===== src/hdl/bshm_pkg.sv =====
// Package for the binary shrinking hit-or-miss block: item types, window geometry,
// the conditional pattern decoder and the unconditional pattern table.
// It has no dependencies. Every other file in hdl/ uses it.
`default_nettype none

package bshm_pkg;

   // Window geometry: a 5x5 window, bit row*5+col, center at row 2 col 2.
   localparam int WIN_SIDE   = 5;
   localparam int WIN_BITS   = WIN_SIDE * WIN_SIDE;
   localparam int CENTER_ROW = 2;
   localparam int CENTER_COL = 2;
   localparam int CENTER_IDX = CENTER_ROW * WIN_SIDE + CENTER_COL;
   localparam int NUM_NB     = 8;
   localparam int NUM_UNCOND = 37;

   // Neighbor offsets in the order E, NE, N, NW, W, SW, S, SE (north is the row above).
   localparam int NB_DR [NUM_NB] = '{0, -1, -1, -1, 0, 1, 1, 1};
   localparam int NB_DC [NUM_NB] = '{1, 1, 0, -1, -1, -1, 0, 1};

   // Codes of the unconditional table. Any other code means the position is ignored.
   localparam int UC_ZERO   = 0;
   localparam int UC_ONE    = 1;
   localparam int UC_PAIR   = 2;  // at least one of marks n and n+2
   localparam int UC_TRIPLE = 6;  // at least one of marks n, n+1 and n+2

   localparam int UNC_PAT [NUM_UNCOND][NUM_NB] = '{
      '{0,1,0,0,0,0,0,0}, '{0,0,0,1,0,0,0,0}, '{0,0,0,0,0,0,1,0}, '{1,0,0,0,0,0,0,0},
      '{1,1,0,0,0,0,0,0}, '{0,1,1,0,0,0,0,0}, '{0,0,1,1,0,0,0,0}, '{0,0,0,1,1,0,0,0},
      '{0,0,0,0,1,1,0,0}, '{0,0,0,0,0,1,1,0}, '{0,0,0,0,0,0,1,1}, '{1,0,0,0,0,0,0,1},
      '{0,1,1,0,1,0,0,0}, '{1,0,1,1,0,0,0,0}, '{1,0,1,0,0,0,0,1}, '{1,1,0,0,0,0,1,0},
      '{2,1,3,0,0,1,0,0}, '{0,0,2,1,3,0,0,1}, '{0,1,0,0,2,1,3,0}, '{3,0,0,1,0,0,2,1},
      '{5,5,1,1,1,5,5,5}, '{1,0,1,5,1,5,0,0}, '{1,5,1,0,1,0,0,5}, '{1,5,0,0,1,0,1,5},
      '{1,0,0,5,1,5,1,0}, '{0,5,1,5,1,0,1,0}, '{0,0,1,0,1,5,1,5}, '{1,0,1,0,0,5,1,5},
      '{1,5,1,5,0,0,1,0}, '{5,1,5,1,5,6,7,4}, '{7,4,5,1,5,1,5,6}, '{5,6,7,4,5,1,5,1},
      '{5,1,5,6,7,4,5,1}, '{1,0,1,5,0,1,0,5}, '{0,5,1,0,1,5,0,1}, '{0,1,0,5,1,0,1,5},
      '{1,5,0,1,0,5,1,0}
   };

   typedef struct packed {
      logic [WIN_BITS-1:0] window_bits;
      logic [NUM_NB-1:0]   neighbour_interior;
      logic                center_interior;
   } req_type;

   typedef struct packed {
      logic new_pixel;
      logic removed;
   } rsp_type;

   // Marks handed from the conditional stage to the unconditional stage.
   typedef struct packed {
      logic              center;
      logic              center_mark;
      logic [NUM_NB-1:0] nb_mark;
   } mark_type;

   // 8-neighbor pattern of the window pixel at (r, c), with 1 <= r, c <= 3.
   function automatic logic [NUM_NB-1:0] neigh_pattern(logic [WIN_BITS-1:0] win, int r, int c);
      logic [NUM_NB-1:0] p;
      int                n;
      int                idx;
      p = '0;
      for (n = 0; n < NUM_NB; n++) begin
         idx  = (r + NB_DR[n]) * WIN_SIDE + c + NB_DC[n];
         p[n] = win[idx[4:0]];
      end
      return p;
   endfunction

   // Conditional patterns for bonds 1 to 10. Bond 11 has none, so it never marks.
   function automatic logic cond_hit(logic [NUM_NB-1:0] p);
      logic hit;
      unique case (p) inside
         8'h02, 8'h08, 8'h20, 8'h80,
         8'h01, 8'h04, 8'h10, 8'h40,
         8'h03, 8'h06, 8'h0C, 8'h18, 8'h30, 8'h60, 8'hC0, 8'h81,
         8'h83, 8'h0E, 8'h38, 8'hE0,
         8'h0D, 8'h85, 8'h16, 8'h43, 8'h07, 8'h1C, 8'h70, 8'hC1,
         8'h8D, 8'h36,
         8'h0F, 8'h87, 8'h1E, 8'h3C, 8'h78, 8'hF0, 8'hE1, 8'hC3,
         8'h8F, 8'h3E, 8'hF8, 8'hE3,
         8'hC7, 8'h1F, 8'h7C, 8'hF1,
         8'hCF, 8'hE7, 8'h3F, 8'h9F, 8'h7E, 8'hFC, 8'hF9, 8'hF3,
         8'hEF, 8'hBF, 8'hFE, 8'hFB: hit = 1'b1;
         default: hit = 1'b0;
      endcase
      return hit;
   endfunction

   // True when the neighbor marks hit at least one unconditional pattern.
   function automatic logic uncond_hit(logic [NUM_NB-1:0] m);
      logic hit;
      logic ok;
      logic a;
      logic b;
      logic c;
      int   code;
      int   k;
      int   n;
      int   n1;
      int   n2;
      hit = 1'b0;
      for (k = 0; k < NUM_UNCOND; k++) begin
         ok = 1'b1;
         for (n = 0; n < NUM_NB; n++) begin
            code = UNC_PAT[k][n];
            n1   = (n + 1) % NUM_NB;
            n2   = (n + 2) % NUM_NB;
            a    = m[n[2:0]];
            b    = m[n1[2:0]];
            c    = m[n2[2:0]];
            if (code == UC_ZERO) begin
               ok = ok & ~a;
            end else if (code == UC_ONE) begin
               ok = ok & a;
            end else if (code == UC_PAIR) begin
               ok = ok & (a | c);
            end else if (code == UC_TRIPLE) begin
               ok = ok & (a | b | c);
            end
         end
         hit = hit | ok;
      end
      return hit;
   endfunction

endpackage

`default_nettype wire


===== src/hdl/bshm_mark_stage.sv =====
// Conditional mark stage: marks the center and its eight neighbors from the 5x5 window.
// It depends on bshm_pkg for the item types, the window geometry and the pattern decoder.
`default_nettype none

module bshm_mark_stage (
   input  wire logic              clock,
   input  wire logic              reset,
   input  wire logic              in_valid,
   input  wire bshm_pkg::req_type in_item,
   output logic                   out_valid,
   output bshm_pkg::mark_type     out_marks
);

   logic               valid_ff;
   bshm_pkg::mark_type marks_ff;
   bshm_pkg::mark_type marks_in;

   // Each pixel is marked when it is set, inside the interior and its pattern is listed.
   always_comb begin
      int r;
      int c;
      int idx;
      int k;
      marks_in = '0;
      marks_in.center = in_item.window_bits[bshm_pkg::CENTER_IDX];
      marks_in.center_mark = in_item.window_bits[bshm_pkg::CENTER_IDX]
         & in_item.center_interior
         & bshm_pkg::cond_hit(bshm_pkg::neigh_pattern(in_item.window_bits,
                                                      bshm_pkg::CENTER_ROW,
                                                      bshm_pkg::CENTER_COL));
      for (k = 0; k < bshm_pkg::NUM_NB; k++) begin
         r   = bshm_pkg::CENTER_ROW + bshm_pkg::NB_DR[k];
         c   = bshm_pkg::CENTER_COL + bshm_pkg::NB_DC[k];
         idx = r * bshm_pkg::WIN_SIDE + c;
         marks_in.nb_mark[k] = in_item.window_bits[idx[4:0]]
            & in_item.neighbour_interior[k]
            & bshm_pkg::cond_hit(bshm_pkg::neigh_pattern(in_item.window_bits, r, c));
      end
   end

   // Valid bit is cleared by reset; the marks need none.
   always_ff @(posedge clock) begin
      if (reset) begin
         valid_ff <= 1'b0;
      end else begin
         valid_ff <= in_valid;
      end
      marks_ff <= marks_in;
   end

   assign out_valid = valid_ff;
   assign out_marks = marks_ff;

endmodule

`default_nettype wire


===== src/hdl/binary_shrink_hit_miss.sv =====
// Top level of the binary shrinking hit-or-miss block: one pass decision per pixel window.
// It depends on bshm_pkg and instantiates bshm_mark_stage.
//
//   port group        direction   handshake               payload
//   start / busy      in          start & !busy accepts   req_item (req_type)
//   rsp_valid         out         one-cycle strobe        rsp_item (rsp_type)
//
// An item is taken every cycle; busy is always low. Its result passes through the input
// register, conditional mark register, unconditional match register and output
// register; the pattern decodes feed the mark register and the match register.
// Synchronous reset clears the valid bits of every stage; items in flight are dropped.
// The receiver takes each result in the cycle it is shown, so nothing ever stalls.
`default_nettype none

module binary_shrink_hit_miss (
   input  wire logic              clock,
   input  wire logic              reset,
   input  wire logic              start,
   input  wire bshm_pkg::req_type req_item,
   output logic                   busy,
   output logic                   rsp_valid,
   output bshm_pkg::rsp_type      rsp_item
);

   logic               in_valid_ff;
   bshm_pkg::req_type  in_item_ff;
   logic               mark_valid;
   bshm_pkg::mark_type marks;
   logic               uc_valid_ff;
   logic               uc_hit_ff;
   logic               uc_hit_in;
   logic               uc_center_ff;
   logic               uc_cmark_ff;
   logic               rsp_valid_ff;
   bshm_pkg::rsp_type  rsp_item_ff;
   bshm_pkg::rsp_type  rsp_item_in;

   // The pipeline never holds an item back.
   assign busy = 1'b0;

   // Input register.
   always_ff @(posedge clock) begin
      if (reset) begin
         in_valid_ff <= 1'b0;
      end else begin
         in_valid_ff <= start & ~busy;
      end
      in_item_ff <= req_item;
   end

   // Conditional marks of the center and its neighbors.
   bshm_mark_stage u_mark_stage (
      .clock     (clock),
      .reset     (reset),
      .in_valid  (in_valid_ff),
      .in_item   (in_item_ff),
      .out_valid (mark_valid),
      .out_marks (marks)
   );

   // Unconditional match over the neighbor marks.
   assign uc_hit_in = bshm_pkg::uncond_hit(marks.nb_mark);

   always_ff @(posedge clock) begin
      if (reset) begin
         uc_valid_ff <= 1'b0;
      end else begin
         uc_valid_ff <= mark_valid;
      end
      uc_hit_ff    <= uc_hit_in;
      uc_center_ff <= marks.center;
      uc_cmark_ff  <= marks.center_mark;
   end

   // A marked center that hits no pattern is cleared.
   always_comb begin
      rsp_item_in.removed   = uc_cmark_ff & ~uc_hit_ff;
      rsp_item_in.new_pixel = uc_center_ff & ~rsp_item_in.removed;
   end

   // Output register.
   always_ff @(posedge clock) begin
      if (reset) begin
         rsp_valid_ff <= 1'b0;
      end else begin
         rsp_valid_ff <= uc_valid_ff;
      end
      rsp_item_ff <= rsp_item_in;
   end

   assign rsp_valid = rsp_valid_ff;
   assign rsp_item  = rsp_item_ff;

`ifndef NO_ASSERTIONS
   // Every accepted item yields a result once it has passed the output register.
   a_result_follows: assert property (@(posedge clock) disable iff (reset)
      (start && !busy) |-> ##4 rsp_valid)
      else $error("accepted item produced no result");

   a_no_spurious_result: assert property (@(posedge clock) disable iff (reset)
      rsp_valid |-> $past(start, 4))
      else $error("result without an accepted item");

   // Only a set center inside the interior can be removed.
   a_removed_center_set: assert property (@(posedge clock) disable iff (reset)
      (rsp_valid && rsp_item.removed) |->
         $past(req_item.window_bits[bshm_pkg::CENTER_IDX] && req_item.center_interior, 4))
      else $error("removed a pixel that could not be marked");

   a_removed_excl: assert property (@(posedge clock) disable iff (reset)
      rsp_valid |-> !(rsp_item.removed && rsp_item.new_pixel))
      else $error("removed pixel still set");
`endif

endmodule

`default_nettype wire


===== config.mk =====
export PLATFORM = sky130hd
export DESIGN_NAME = binary_shrink_hit_miss
export DESIGN_NICKNAME = d
export VERILOG_FILES = /design/src/hdl/bshm_pkg.sv /design/src/hdl/bshm_mark_stage.sv /design/src/hdl/binary_shrink_hit_miss.sv
export SDC_FILE = /design/constraint.sdc
export NUM_CORES = 1
export LEC_CHECK = 0
export BUFFER_PORTS_ARGS = -buffer_cell sky130_fd_sc_hd__buf_2
export CORE_UTILIZATION = 55
export DETAILED_ROUTE_END_ITERATION = 6
export GPL_TIMING_DRIVEN = 0
export PLACE_DENSITY = 0.86
export SLEW_MARGIN = 20
export SYNTH_ARGS = -nofsm -noshare
export SYNTH_HDL_FRONTEND = slang
export SYNTH_SLANG_ARGS = --single-unit

===== constraint.sdc =====
create_clock -name clock -period 1.7 [get_ports clock]
set_clock_uncertainty 0.1 [all_clocks]
set_input_delay 0.34 -clock clock [delete_from_list [all_inputs] [get_ports clock]]
set_output_delay 0.34 -clock clock [all_outputs]
set_load 0.01 [all_outputs]

Word level (Yosys, flattened, before mapping)
Cells that the tools add are included.
{"block": "classes", "muxes": 9, "reduce_logical": 9, "bitwise": 226, "eq_ne": 522}
{"cell": "== test 8 bit (second input constant)", "n": 243}
{"cell": "OR reduction 58 bit", "n": 9}
{"cell": "== test 8 x 6 -> 1 bit (second input constant)", "n": 63}
{"cell": "== test 8 x 7 -> 1 bit (second input constant)", "n": 63}
{"cell": "== test 8 x 5 -> 1 bit (second input constant)", "n": 54}
{"cell": "== test 8 x 4 -> 1 bit (second input constant)", "n": 45}
{"cell": "== test 8 x 3 -> 1 bit (second input constant)", "n": 27}
{"cell": "bitwise AND 1 bit", "n": 168}
{"cell": "== test 8 x 2 -> 1 bit (second input constant)", "n": 18}
{"cell": "== test 8 x 1 -> 1 bit (second input constant)", "n": 9}
{"cell": "bitwise OR 1 bit", "n": 48}
{"cell": "NOT 1 bit", "n": 10}
{"cell": "2-to-1 mux 1 bit", "n": 9}
{"block": "totals", "word_cells": 781, "output_inout_bits": 4, "input_bits": 37, "register_bits": 53}

Depth between registers and ports, before layout
Gate-level depths: netlist (run 1).
{"block": "logic_depth", "depth_word": 44, "ltp_mapped": 8, "ltp_nobuf": 6}

By module
A second synthesis (run 1) with hierarchy kept.
{"block": "hier_totals", "hier_cells": 811, "hier_area_um2": 5711.7}
{"mod": "bshm_mark_stage", "area_per_inst_um2": 4375.4, "instances": 1, "cells_per_inst": 697, "seq_area_each_um2": 220.2}
{"mod": "binary_shrink_hit_miss", "area_per_inst_um2": 1336.3, "instances": 1, "cells_per_inst": 114, "seq_area_each_um2": 840.8}

Least setup slack after synthesis (run 1)
No wires, ideal clock.
{"block": "synth_timing", "path_kind": "register to register", "startpoint": "register in_item_ff[21] (netlist bit)", "endpoint": "register u_mark_stage.marks_ff, in the netlist u_mark_stage.out_marks[1]", "synth_period_minus_slack_ns": 1.682, "path_buffers": 1, "required_ns": 1.478, "setup_slack_ns": 0.018, "arrival_time_ns": 1.460, "stages_incl_launch_ff": 8, "setup_ns": 0.122, "cell_sequence": "dfxtp_1 > buf_6 > and3_4 > a32o_1 > a21oi_1 > o21ai_1 > o21a_1 > o311a_1"}
{"item": "start: declaration", "line_no": "binary_shrink_hit_miss.sv:26", "rtl": "bshm_pkg::req_type in_item_ff;"}
{"item": "start signal: assignment", "line_no": "binary_shrink_hit_miss.sv:48", "rtl": "in_item_ff <= req_item;"}
{"item": "end signal: assignment", "line_no": "bshm_mark_stage.sv:48", "rtl": "marks_ff <= marks_in;"}
{"item": "end: declaration", "line_no": "bshm_mark_stage.sv:15", "rtl": "bshm_pkg::mark_type marks_ff;"}

==> results.md, run 1 <==
- The run finished, with violations left.
- The final reports fail on setup timing.
- The die is 89.94 microns tall.
- The average wire per standard cell is 21.40 microns.
- Setup violations remaining at the end of the flow were counted as 9.
- The total count of max-transition violations in the final report is 0.
- The post-synthesis cell type with the largest combined area is sky130_fd_sc_hd__dfxtp_1.
- The cell family with the largest share of critical-path delay is compound AO/OA/AOI/OAI gates.
- The instance count of the mapped netlist is 597.
- Summing over every cut layer, the via total after detailed routing is 5477.
- The maximum number of pins on one net before global-route repair is 16.
- The post-synthesis average cell area is 7.124 sq um.
- After detailed routing, the number of remaining DRC violations is 0.
- The congestion estimate from routability-driven global placement came to 1.033.
- Across the run, the number of max-cap violations was 0.
- The number of clock sinks seen by CTS is 53.
- The via count of the first global-routing pass was 4997.
- For this configuration, the core starts out at a cell density of 0.5771.
- The proportion of power drawn by combinational gates is 0.327.
- The repair_antennas step left the layout with diodes totalling 0.
- The detail route stage leaves a number of antenna-violating nets equal to 0.
- CTS built an H-tree with a depth of 2.
- The first-iteration detailed-routing DRC count is 731.
- The total net switching power is 1.079 mW.
- Summed over all layers, the global routing overflow is 0.
- OpenSTA, run right after detailed placement, puts the worst setup slack at -0.5808 ns.
- The critical path required time is 1.83 ns.
- The maximum VDD drop is 532.2 uV.
- The worst-path maximum fanout is 10.
- The path class of the tightest hold or removal check is input port to flop.
- Walking the worst path, the cells encountered are buf_4, nor2b_2, nand2_1, a211oi_2, a31oi_1, o2111ai_1, o311a_1.
- The maximum single-stage delay on the critical path is 0.39 ns.
- Across all setup checks in the final design, the least slack found is -0.2070 ns.
- The path type of the worst setup path is flop to flop.
- The endpoint arrival time on the critical path is 2.04 ns.
- The filler cells instantiated in the layout total 575.
- The first detailed-routing pass ran for 7 iterations.
- The critical register-to-register path startpoint is in_item_ff[27]$_DFF_P_.
- After layout, the minimum clock period comes to 1.907 ns.
- The critical path startpoint is in_item_ff[27]$_DFF_P_.
- The estimated wirelength of the detail-placed design is 10.74 mm.
- In this run the horizontal extent of the chip is 89.94 microns.
- The TritonCTS buffer count is 5.
- The net count of the finished layout is 702.
- The slowest cell on the critical path is sky130_fd_sc_hd__dfxtp_2.
- The total routed wirelength is 16.37 mm.
- In this run the power density over the cells is 575.1 nW/um^2.
- The area of the core region is 7370 sq um.
- After floorplanning, the core was divided into 31 placement rows.
- The startpoint kind of the worst setup timing path is a flop.
- The floorplan die area is 8088 sq um.
- The area added between synthesis and finish is 25.92%.
- After synthesis, the share of flip-flops with an asynchronous set or reset is 0.
- The first global-routing pass estimated 25.25 mm of wire.
- The all-layer global routing usage is 0.3851.
- The number of buffer and inverter instances along the worst setup path is 1.
- The tree is rooted in a sky130_fd_sc_hd__clkbuf_8.
- The part of the power in registers is 0.443.
- Synthesis inferred 53 register bits.
- In this run, synthesis inferred 0 flip-flops with an integrated enable.
- The clock tree from TritonCTS is built.
- The initial antenna violation count is 0.
- The clock reaches the later pin of the worst-skew pair after 0.32 ns.
- The synthesized netlist contains 71 unique library cells.
- The count of endpoints failing hold in the final timing report is 0.
- In the finished design, the share of the clock period the worst path needs comes to 1.122.
- The register area is 1089 sq um.
- The proportion of netlist area held by the largest area contributor is 0.2495.
- The design draws 3.080 mW.
- The share of the core filled with cells is 0.7267.
- In this run the static leakage power is 2.010 nW.
- The number of warning messages in the yosys log is 0.
- The prevailing post-synth register cell is sky130_fd_sc_hd__dfxtp_1.
- The mapped netlist covers 4253 sq um.
- During I/O placement, the number of pins put on the boundary was 41.
- The number of vias per cell after detailed routing is 7.159.
- Of the cells placed in the final design, the portion with a size suffix greater than 1 is 0.3183.
- The maximum clock path buffer count is 2.
- The count of buffers from port buffering is 39.
- The worst setup path is captured at a flop.
- The leading cell type by number of instances after synthesis is sky130_fd_sc_hd__nor2_1.
- The highest clock rate is 0.5244 GHz.
- The part of the power in the clock network is 0.230.
- The sequential element share of the synthesized area is 0.2495.
- Setup repair after global routing could not meet its margin everywhere.
- Counting every net in the synthesized netlist gives 634.
- Counting instances in the post-synthesis netlist gives the leading cell types as sky130_fd_sc_hd__nor2_1 (55), sky130_fd_sc_hd__dfxtp_1 (53), sky130_fd_sc_hd__nand2_1 (50).
- The internal portion of the total power is 2.001 mW.
- The clock input transition at the sequential cells of the worst setup and hold paths is 0.10 ns.
- The multi-input combinational cells in the finished layout cover a total of 3000 sq um.
- The net switching fraction of the power is 0.3504.
- After synthesis, the cell types taking the most area are sky130_fd_sc_hd__dfxtp_1 (25%), sky130_fd_sc_hd__nor2_1 (4.9%), sky130_fd_sc_hd__buf_2 (4.7%).
- The setup TNS is -1.410 ns.
- The start point of the worst hold path is req_item[1].
- Across all hold checks on the routed design, the worst slack comes to 0.01117 ns.
worst paths after layout:
path                                             to  slack [ns]  depth (start not counted)
hold reg to reg                uc_center_ff$_DFF_P_        0.25                          0
setup / recovery  u_mark_stage.out_marks[6]$_DFF_P_       -0.21                          7
hold / removal                in_item_ff[1]$_DFF_P_        0.01                          1
setup reg to reg  u_mark_stage.out_marks[6]$_DFF_P_       -0.21                          7
stage by stage:
step | cells | area [sq um]
2_1_floorplan | 597 | 4253
3_3_place_gp | 735 | 4572
3_5_place_dp | 735 | 4572
4_1_cts | 751 | 5026
5_1_grt | 765 | 5355
6_report | 765 | 5355
flip-flops by register name (all words and copies together), names as in the netlist:
name	flops
uc_cmark_ff	1
rsp_item	2
uc_center_ff	1
u_mark_stage.out_marks	10
uc_valid_ff	1
in_item_ff	34
u_mark_stage.out_valid	1
in_valid_ff	1
rsp_valid	1
uc_hit_ff	1
power groups by stage:
stage | logic [mW] | registers (mW) | clock network [mW]
4_1_cts | 0.870 | 1.36 | 0.727
3_3_place_gp | 0.766 | 1.38 | 0
2_1_floorplan | 0.553 | 1.37 | 0
5_1_grt | 1.05 | 1.37 | 0.790
3_5_place_dp | 0.775 | 1.38 | 0
6_report | 1.01 | 1.36 | 0.709
layout by cell type, fill, tap and decap left out, types with 5 or more instances in the layout:
cell	n
sky130_fd_sc_hd__a21oi_1	32
sky130_fd_sc_hd__a21oi_2	5
sky130_fd_sc_hd__a22oi_1	5
sky130_fd_sc_hd__a31oi_1	11
sky130_fd_sc_hd__a32oi_1	8
sky130_fd_sc_hd__and3_1	5
sky130_fd_sc_hd__buf_2	50
sky130_fd_sc_hd__buf_4	34
sky130_fd_sc_hd__buf_6	24
sky130_fd_sc_hd__buf_8	6
sky130_fd_sc_hd__clkbuf_1	5
sky130_fd_sc_hd__clkbuf_2	9
sky130_fd_sc_hd__clkbuf_8	5
sky130_fd_sc_hd__dfxtp_1	39
sky130_fd_sc_hd__dfxtp_2	10
sky130_fd_sc_hd__inv_1	11
sky130_fd_sc_hd__nand2_1	50
sky130_fd_sc_hd__nand2b_1	11
sky130_fd_sc_hd__nand3_1	17
sky130_fd_sc_hd__nand4_1	12
sky130_fd_sc_hd__nor2_1	43
sky130_fd_sc_hd__nor2_2	11
sky130_fd_sc_hd__nor2b_1	17
sky130_fd_sc_hd__nor3_1	15
sky130_fd_sc_hd__nor4_1	15
sky130_fd_sc_hd__nor4b_1	5
sky130_fd_sc_hd__o2111ai_1	7
sky130_fd_sc_hd__o211ai_1	9
sky130_fd_sc_hd__o21ai_0	28
sky130_fd_sc_hd__o21ai_1	7
sky130_fd_sc_hd__o22ai_1	13
sky130_fd_sc_hd__o311a_1	6
sky130_fd_sc_hd__o31ai_1	6
sky130_fd_sc_hd__o32a_1	6
sky130_fd_sc_hd__o32ai_1	8
layer usage:
metal,part of all wire,vias to the layer above,global-route usage
li1,-,2397,-
met1,0.37,2423,0.4891
met2,0.43,522,0.6090
met3,0.14,135,0.08122
met4,0.060,0,0.2110
met5,0,-,0
what timing repair did:
action,4_1_cts,5_1_grt
setup buffers,8,12
hold buffers,0,1
pin swaps,21,24
endpoints found under the setup margin,10,10
resized for setup,114,73
cloned,2,1
hold endpoints to repair,0,1
cells by family (layout without fill, tap and decap cells):
family	Yosys count	in the layout	synth area share
simple gates	244	244	0.2983
compound gates	203	203	0.3354
buf+inv	88	157	0.09914
flops	53	53	0.2495
xor+xnor	7	7	0.01442
other cells	1	1	0.0008818
mux	1	1	0.002354
layout make-up:
cell class / count / share of cell area
sequential: 53 / 0.2033
clock inverter: 2 / 0.001869
inverter: 16 / 0.01379
tap: 99 / 0.02313
timing repair buffer: 63 / 0.07407
multi-input combinational: 456 / 0.5603
buffer: 70 / 0.1100
clock buffer: 6 / 0.01355
No activity file was read; power rests on OpenSTA's default activity.
==> inputs of run 2 (changes only) <==
--- a/config.mk
+++ b/config.mk
@@ -6,10 +6,10 @@
 export NUM_CORES = 1
 export LEC_CHECK = 0
 export BUFFER_PORTS_ARGS = -buffer_cell sky130_fd_sc_hd__buf_2
-export CORE_UTILIZATION = 55
+export CORE_UTILIZATION = 40
 export DETAILED_ROUTE_END_ITERATION = 6
 export GPL_TIMING_DRIVEN = 0
-export PLACE_DENSITY = 0.86
+export PLACE_DENSITY = 0.68
 export SLEW_MARGIN = 20
 export SYNTH_ARGS = -nofsm -noshare
 export SYNTH_HDL_FRONTEND = slang
==> results.md, run 2 (synthesis results as in run 1) <==
- The net count of the finished layout is 728 (+3.7%).
- The share of the core filled with cells is 0.5681 (-0.1586).
- The most common library cell in the layout ignoring fill and taps is sky130_fd_sc_hd__buf_2.
- The average wire per standard cell is 20.58 microns (-3.8%).
- Grouping stages by cell kind, the critical path spends the most delay in simple AND/OR/NAND/NOR gates.
- The maximum number of pins on one net before global-route repair is 18 (+2).
- The post-layout minimum cycle time came to 1.868 ns (-0.03855 ns).
- The post-route DRC violation count is 0 (unchanged).
- The chip height is 105.1 microns (+17%).
- The total I/O pin count came to 41 (unchanged).
- The number of antenna cells inserted came to 0 (unchanged).
- The flow ran to the end, but the final reports show violations.
- The endpoint arrival time on the critical path was 1.95 ns (-0.09 ns).
- The maximum clock path buffer count was 2 (unchanged).
- The count of endpoints failing hold in the final timing report is 0 (unchanged).
- Setup repair after global routing could not meet its margin everywhere.
- The clock input transition at the sequential cells of the worst setup and hold paths is 0.10 ns (about the same).
- The critical path's most frequent cell is sky130_fd_sc_hd__and3_4.
- The all-layer global routing usage is 0.3036 (-0.08151).
- The maximum single-stage delay on the critical path is 0.40 ns (about the same).
- The x dimension of the die is 105.1 microns (+17%).
- The total power per unit cell area is 548.3 nW/um^2 (-4.7%).
- The row count came to 37 (+19%).
- The clock tree from TritonCTS is built.
- The total count of max-transition violations in the final report is 0 (unchanged).
- The number of flip-flops in the largest register is 34 (unchanged).
- The floorplan die area is 11050 sq um (+37%).
- The highest clock rate was 0.5352 GHz (+2.1%).
- The total net switching power is 1.149 mW (+6.5%).
- The area added between synthesis and finish is 37.89%.
- The number of vias after detailed routing is 5446 (-0.57%).
- The share of cells above drive strength 1 is 0.3136 (-0.004735).
- The power after layout is 3.216 mW (+4.4%).
- The final antenna-violating net count is 0 (unchanged).
- The number of clock sinks seen by CTS was 53 (unchanged).
- The maximum VDD drop is 359.1 uV (-33%).
- The hold slack is 0.08947 ns (+0.07830 ns).
- Ranked by flip-flop count, first place goes to in_item_ff.
- The effective utilization at floorplan was 0.4120 (-0.1651).
- The part of the power in the clock network is 0.236 (+0.006).
- The number of setup violations in the final report is 9 (unchanged).
- The area of the core region is 10320 sq um (+40%).
- The final weighted congestion in routability-driven placement is 0.9211 (-11%).
- The worst setup slack after placement is -0.5516 ns (+0.02920 ns).
- The number of H-tree levels is 2 (unchanged).
- The number of vias per cell after detailed routing is 6.577 (-8.1%).
- The initial antenna violation count came to 0 (unchanged).
- STA classifies the critical path endpoint as a flop.
- The first-iteration detailed-routing DRC count is 597 (-18%).
- The part of the power in registers was 0.425 (-0.018).
- The global-route wire length before repair is 26.17 mm (+3.7%).
- The via count of the first global-routing pass was 4991 (-0.12%).
- The slowest cell on the critical path is sky130_fd_sc_hd__dfxtp_4.
- The worst-path maximum fanout is 10 (unchanged).
- The leakage power is 2.154 nW (+7.2%).
- The part of the cycle the worst path needs is 1.099 (-0.02268).
- The critical path required time is 1.78 ns (-0.05 ns).
- The top cell types in the final layout, fill and taps aside, are sky130_fd_sc_hd__buf_2 (49), sky130_fd_sc_hd__nand2_1 (46), sky130_fd_sc_hd__nor2_1 (45).
- The checks that failed: setup timing.
- The worst setup slack after layout is -0.1685 ns (+0.03855 ns).
- The proportion of power drawn by combinational gates is 0.339 (+0.012).
- The latest clock arrival within the worst-skew pair was 0.34 ns (+0.02 ns).
- STA classifies the critical path startpoint as a flop.
- The estimated wirelength of the detail-placed design is 11.33 mm (+5.5%).
- The tightest min-delay check is of the input port to flop type.
- The number of violations of the max-capacitance limit is 0 (unchanged).
- The iteration count of the initial detailed-routing pass came to 7 (unchanged).
- The count of buffers from port buffering is 39 (unchanged).
- The number of buffer and inverter instances along the worst setup path was 1 (unchanged).
- The internal power is 2.066 mW (+3.3%).
- The TritonCTS buffer count is 5 (unchanged).
- The total routed wirelength is 17.04 mm (+4.1%).
- The residual overflow from global routing is 0 (unchanged).
- The net switching fraction of the power was 0.3574 (+0.006917).
- The critical path is of the flop to flop type.
- The number of fill cells came to 960 (+67%).
- The tree is rooted in a sky130_fd_sc_hd__clkbuf_8.
- Walking the worst path, the cells encountered are buf_12, and3_4, and3_4, o21ai_2, o21ai_1, nor4_2, a41oi_2.
-- run 2: changes by cell type in the layout (fill, tap and decap cells not counted), moves of 3 or more --
cell,change
sky130_fd_sc_hd__nand2_2,+3
sky130_fd_sc_hd__nand2_1,-4
sky130_fd_sc_hd__nor4_1,-3
sky130_fd_sc_hd__buf_6,-5
sky130_fd_sc_hd__nor4_2,+3
sky130_fd_sc_hd__nor2_2,-5
sky130_fd_sc_hd__nor2_4,+3
sky130_fd_sc_hd__buf_4,-5
sky130_fd_sc_hd__clkinvlp_4,+3
sky130_fd_sc_hd__dlygate4sd3_1,+33
-- run 2: path summary, 6_finish.rpt --
path	to	startpoint	cells after the start	slack, ns
max reg2reg	u_mark_stage.out_marks[8]$_DFF_P_	in_item_ff[26]$_DFF_P_	7	-0.17
min reg2reg	uc_cmark_ff$_DFF_P_	u_mark_stage.out_marks[8]$_DFF_P_	0	0.23
max	u_mark_stage.out_marks[8]$_DFF_P_	in_item_ff[26]$_DFF_P_	7	-0.17
min	rsp_valid$_SDFF_PP0_	reset	2	0.09
-- run 2: routing by layer --
layer,part of all wire,GRT usage
met5,0,0
met4,0.046,0.1811
met3,0.091,0.05739
met2,0.47,0.4882
met1,0.40,0.3760
-- run 2: repair_timing --
action | 4_1_cts | 5_1_grt
endpoints found under the hold margin | 31 | 3
setup buffers | 7 | 5
hold buffers | 31 | 3
setup endpoints to repair | 10 | 10
cloned | 3 | 1
pin swaps | 34 | 20
gates resized for setup | 156 | 62
-- run 2: cell type report --
| cell class | instances | area, sq um | share of cell area |
|---|---|---|---|
| multi-input combinational | 456 | 3118 | 0.5317 |
| sequential | 53 | 1091 | 0.1860 |
| timing repair buffer | 89 | 686.9 | 0.1171 |
| buffer | 70 | 630.6 | 0.1075 |
| tap | 136 | 170.2 | 0.02902 |
| inverter | 16 | 76.32 | 0.01301 |
| clock buffer | 5 | 68.82 | 0.01173 |
| clock inverter | 3 | 22.52 | 0.003840 |
-- run 2: per-stage QoR --
step | cells | setup TNS (ns) | area, sq um
after floorplan | 597 | 0 | 4253
after global placement | 772 | -3.456 | 4618
after detailed placement | 772 | -3.394 | 4618
after CTS | 819 | -0.8051 | 5590
after global routing | 828 | -1.426 | 5864
final | 828 | -1.186 | 5864
-- run 2: power by group through the flow --
stage	registers [mW]	clock network [mW]	logic, mW
after floorplan	1.37	0	0.553
after global placement	1.38	0	0.786
after detailed placement	1.38	0	0.793
after CTS	1.36	0.790	0.993
after global routing	1.37	0.838	1.15
final	1.37	0.759	1.09
==> inputs of run 3 (changes only) <==
--- a/config.mk
+++ b/config.mk
@@ -9,8 +9,9 @@
 export CORE_UTILIZATION = 40
 export DETAILED_ROUTE_END_ITERATION = 6
 export GPL_TIMING_DRIVEN = 0
-export PLACE_DENSITY = 0.68
+export PLACE_DENSITY = 0.67
 export SLEW_MARGIN = 20
 export SYNTH_ARGS = -nofsm -noshare
 export SYNTH_HDL_FRONTEND = slang
+export SYNTH_HIERARCHICAL = 1
 export SYNTH_SLANG_ARGS = --single-unit
==> results.md, run 3 <==
- The number of vias per cell after detailed routing is 7.042 (+7.1%).
- The global-route wire length before repair was 36.25 mm (+38%).
- The row count is 43 (+16%).
- The signal on the critical path passes through buf_12, buf_12, nor2b_2, nand4_1, o211ai_1, nor4_2, nand4_1, o311a_1.
- The leading cell type by number of instances after synthesis is sky130_fd_sc_hd__nand2_1.
- The residual overflow from global routing is 0 (unchanged).
- The count of buffers from port buffering came to 39 (unchanged).
- The net switching fraction of the power came to 0.3643 (+0.006931).
- The post-layout minimum cycle time is 2.144 ns (+0.2758 ns).
- The clock input transition at the sequential cells of the worst setup and hold paths is 0.07 ns (-0.03 ns).
- The post-synthesis instance area is 5712 sq um (+34%).
- The share of cells above drive strength 1 came to 0.3179 (+0.004289).
- The number of H-tree levels is 2 (unchanged).
- The number of warning messages in the yosys log came to 6 (+6).
- The number of flops mapped to enable cells by yosys is 0 (unchanged).
- The critical path required time is 1.76 ns (-0.02 ns).
- The number of nets produced by synthesis is 848 (+34%).
- The total I/O pin count is 41 (unchanged).
- The x dimension of the die is 121.5 microns (+16%).
- The proportion of power drawn by combinational gates is 0.384 (+0.045).
- The initial antenna violation count came to 1 (+1).
- After synthesis, the most frequently instantiated cells are sky130_fd_sc_hd__nand2_1 (78), sky130_fd_sc_hd__buf_2 (55), sky130_fd_sc_hd__dfxtp_1 (53).
- The all-layer global routing usage is 0.3191 (+0.01545).
- The max-slew headroom at the worst pin is 0.6357.
- The register with the most flip-flops in the final layout is in_item_ff.
- The iteration count of the initial detailed-routing pass came to 6 (-1).
- The number of vias after detailed routing is 7500 (+38%).
- The number of setup violations in the final report came to 9 (unchanged).
- The leakage power came to 2.624 nW (+22%).
- After synthesis, the cell types taking the most area are sky130_fd_sc_hd__dfxtp_1 (19%), sky130_fd_sc_hd__nand2_1 (5.1%), sky130_fd_sc_hd__buf_2 (4.8%).
- The first-iteration detailed-routing DRC count is 1300 (+120%).
- The net count of the finished layout is 921 (+27%).
- Leaving out fill and tap cells, the most frequent cell in the layout is sky130_fd_sc_hd__nand2_1.
- The post-synthesis average cell area is 7.043 sq um (-1.1%).
- The flow ran to the end, but the final reports show violations.
- The area of the core region is 13880 sq um (+34%).
- The final weighted congestion in routability-driven placement is 1.041 (+13%).
- The tree is rooted in a sky130_fd_sc_hd__clkbuf_16.
- The maximum VDD drop was 329.6 uV (-8.2%).
- The effective utilization at floorplan is 0.4115 (-0.0004664).
- Grouping stages by cell kind, the critical path spends the most delay in simple AND/OR/NAND/NOR gates.
- The maximum clock path buffer count is 2 (unchanged).
- The checks that failed: setup timing.
- The number of buffer and inverter instances along the worst setup path was 2 (+1).
- The latest clock arrival within the worst-skew pair is 0.31 ns (-0.03 ns).
- The internal power is 2.495 mW (+21%).
- The average wire per standard cell came to 22.72 microns (+10%).
- The maximum number of pins on one net before global-route repair is 16 (-2).
- The chip height is 121.5 microns (+16%).
- The highest clock rate is 0.4664 GHz (-13%).
- The count of endpoints failing hold in the final timing report is 0 (unchanged).
- The clock tree from TritonCTS is built.
- The nature of the critical path endpoint is a flop.
- The area growth from synthesis to layout is 29.66%.
- The register bit count reported by yosys was 53 (unchanged).
- The part of the power in the clock network is 0.267 (+0.031).
- The library cells used most frequently in the layout, excluding fill and tap cells, are sky130_fd_sc_hd__nand2_1 (72), sky130_fd_sc_hd__buf_4 (49), sky130_fd_sc_hd__buf_2 (48).
- The prevailing post-synth register cell is sky130_fd_sc_hd__dfxtp_1.
- The power after layout is 3.924 mW (+22%).
- The part of the power in registers came to 0.349 (-0.076).
- The total count of max-transition violations in the final report is 0 (unchanged).
- At the pin with the least slew margin, the transition time is 0.5422 ns.
- The final antenna-violating net count was 0 (unchanged).
- The maximum single-stage delay on the critical path came to 0.39 ns (about the same).
- The worst setup slack after layout came to -0.4443 ns (-0.2758 ns).
- The proportion of netlist area held by the largest area contributor is 0.1858 (-0.06372).
- The TritonCTS buffer count is 5 (unchanged).
- The number of flip-flops in the largest register is 34 (unchanged).
- Among all stages on the critical path, the largest delay is contributed by sky130_fd_sc_hd__o311a_1.
- The total routed wirelength was 24.20 mm (+42%).
- Summed over all instances, the cell type with the most area after synthesis is sky130_fd_sc_hd__dfxtp_1.
- The count of cell types in the netlist came to 90 (+27%).
- The setup TNS was -3.002 ns (-1.816 ns).
- The part of the cycle the worst path needs is 1.261 (+0.1623).
- The total power per unit cell area is 529.9 nW/um^2 (-3.4%).
- The number of hold buffers added after cts is 0 (-100%).
- The worst-path maximum fanout is 10 (unchanged).
- The endpoint arrival time on the critical path is 2.20 ns (+0.25 ns).
- The async set-or-reset flop fraction in the synthesized netlist is 0 (unchanged).
- The instance count of the mapped netlist came to 811 (+36%).
- The number of violations of the max-capacitance limit is 0 (unchanged).
- The number of clock sinks seen by CTS is 53 (unchanged).
- The estimated wirelength of the detail-placed design is 16.09 mm (+42%).
- The sequential element share of the synthesized area is 0.1858 (-0.06372).
- The path type of the worst setup path is flop to flop.
- The total net switching power is 1.430 mW (+24%).
- The post-route DRC violation count is 0 (unchanged).
- The min-delay analysis places its worst path in the category input port to flop.
- The via count of the first global-routing pass is 6625 (+33%).
- The startpoint kind of the worst setup timing path is a flop.
- The floorplan die area is 14760 sq um (+34%).
- Setup repair after global routing could not meet its margin everywhere.
-- run 3: cell types whose count changed in the layout (fill, tap and decap cells not counted), sizes merged, moves of 8 or more --
cell,change
a211oi,+14
nand2b,+8
buf,+39
dlygate4sd3,-34
or3,+8
nand2,+29
nor3,+23
nand3,+21
or2,+8
-- run 3: layout make-up --
class                           count  area (sq um)
Clock buffer                        6         138.9
Inverter                           20         96.34
Fill cell                        1337          6475
Tap cell                          180         225.2
Multi-Input combinational cell    636          4375
Clock inverter                      1         7.507
Antenna cell                        1         2.502
Sequential cell                    53          1091
Buffer                             97         991.0
Timing Repair Buffer               71         478.0
-- run 3: worst paths after layout --
path                                     startpoint                                end  slack, ns  depth (start not counted)
hold / removal                          req_item[1]              in_item_ff[1]$_DFF_P_       0.03                          1
setup / recovery             in_item_ff[21]$_DFF_P_  u_mark_stage/out_marks[5]$_DFF_P_      -0.44                          8
hold reg to reg   u_mark_stage/out_marks[8]$_DFF_P_                uc_cmark_ff$_DFF_P_       0.23                          0
setup reg to reg             in_item_ff[21]$_DFF_P_  u_mark_stage/out_marks[5]$_DFF_P_      -0.44                          8
-- run 3: power by group through the flow --
stage	combinational, mW	clock [mW]	sequential (mW)
floorplan	0.823	0	1.37
global placement	1.16	0	1.39
detailed placement	1.16	0	1.39
CTS	1.32	1.09	1.37
global route	1.56	1.13	1.38
finish	1.51	1.05	1.37
-- run 3: logic make-up after synthesis --
kind of cell,count (synthesis),synth area share
AO/OA/AOI/OAI,255,0.3233
flip-flops,53,0.1858
multiplexers,9,0.01621
other,1,0.0006565
XOR/XNOR,12,0.01840
buffers and inverters,122,0.1183
AND/OR/NAND/NOR,358,0.3356
adder cells (fa/ha/maj),1,0.001753
-- run 3: timing repair --
item                       CTS  global route
gates cloned                 1             1
setup endpoints to repair   10            10
buffers inserted            20            10
pin swaps                   30            27
gates resized for setup    154            98
-- run 3: through the flow --
stage / hold WS [ns] / setup WS [ns] / utilization / instances / cell area [sq um]
after floorplan: 0.2096 / -0.08073 / - / 811 / 5761
after global placement: 0.2105 / -0.7519 / 0.4453 / 1030 / 6181
after detailed placement: 0.2121 / -0.7399 / 0.4453 / 1030 / 6181
after CTS: 0.02127 / -0.3873 / 0.5020 / 1053 / 6968
after global routing: 0.02222 / -0.4605 / 0.5334 / 1064 / 7403
final: 0.02642 / -0.4443 / 0.5335 / 1065 / 7406
-- run 3: routing by layer --
metal / up-vias / GRT usage / wire, microns
met1: 3315 / 0.4091 / 9050
met5: - / 0 / 0
li1: 3263 / - / -
met4: 0 / 0.2269 / 1956
met2: 700 / 0.4734 / 10010
met3: 222 / 0.06438 / 3184
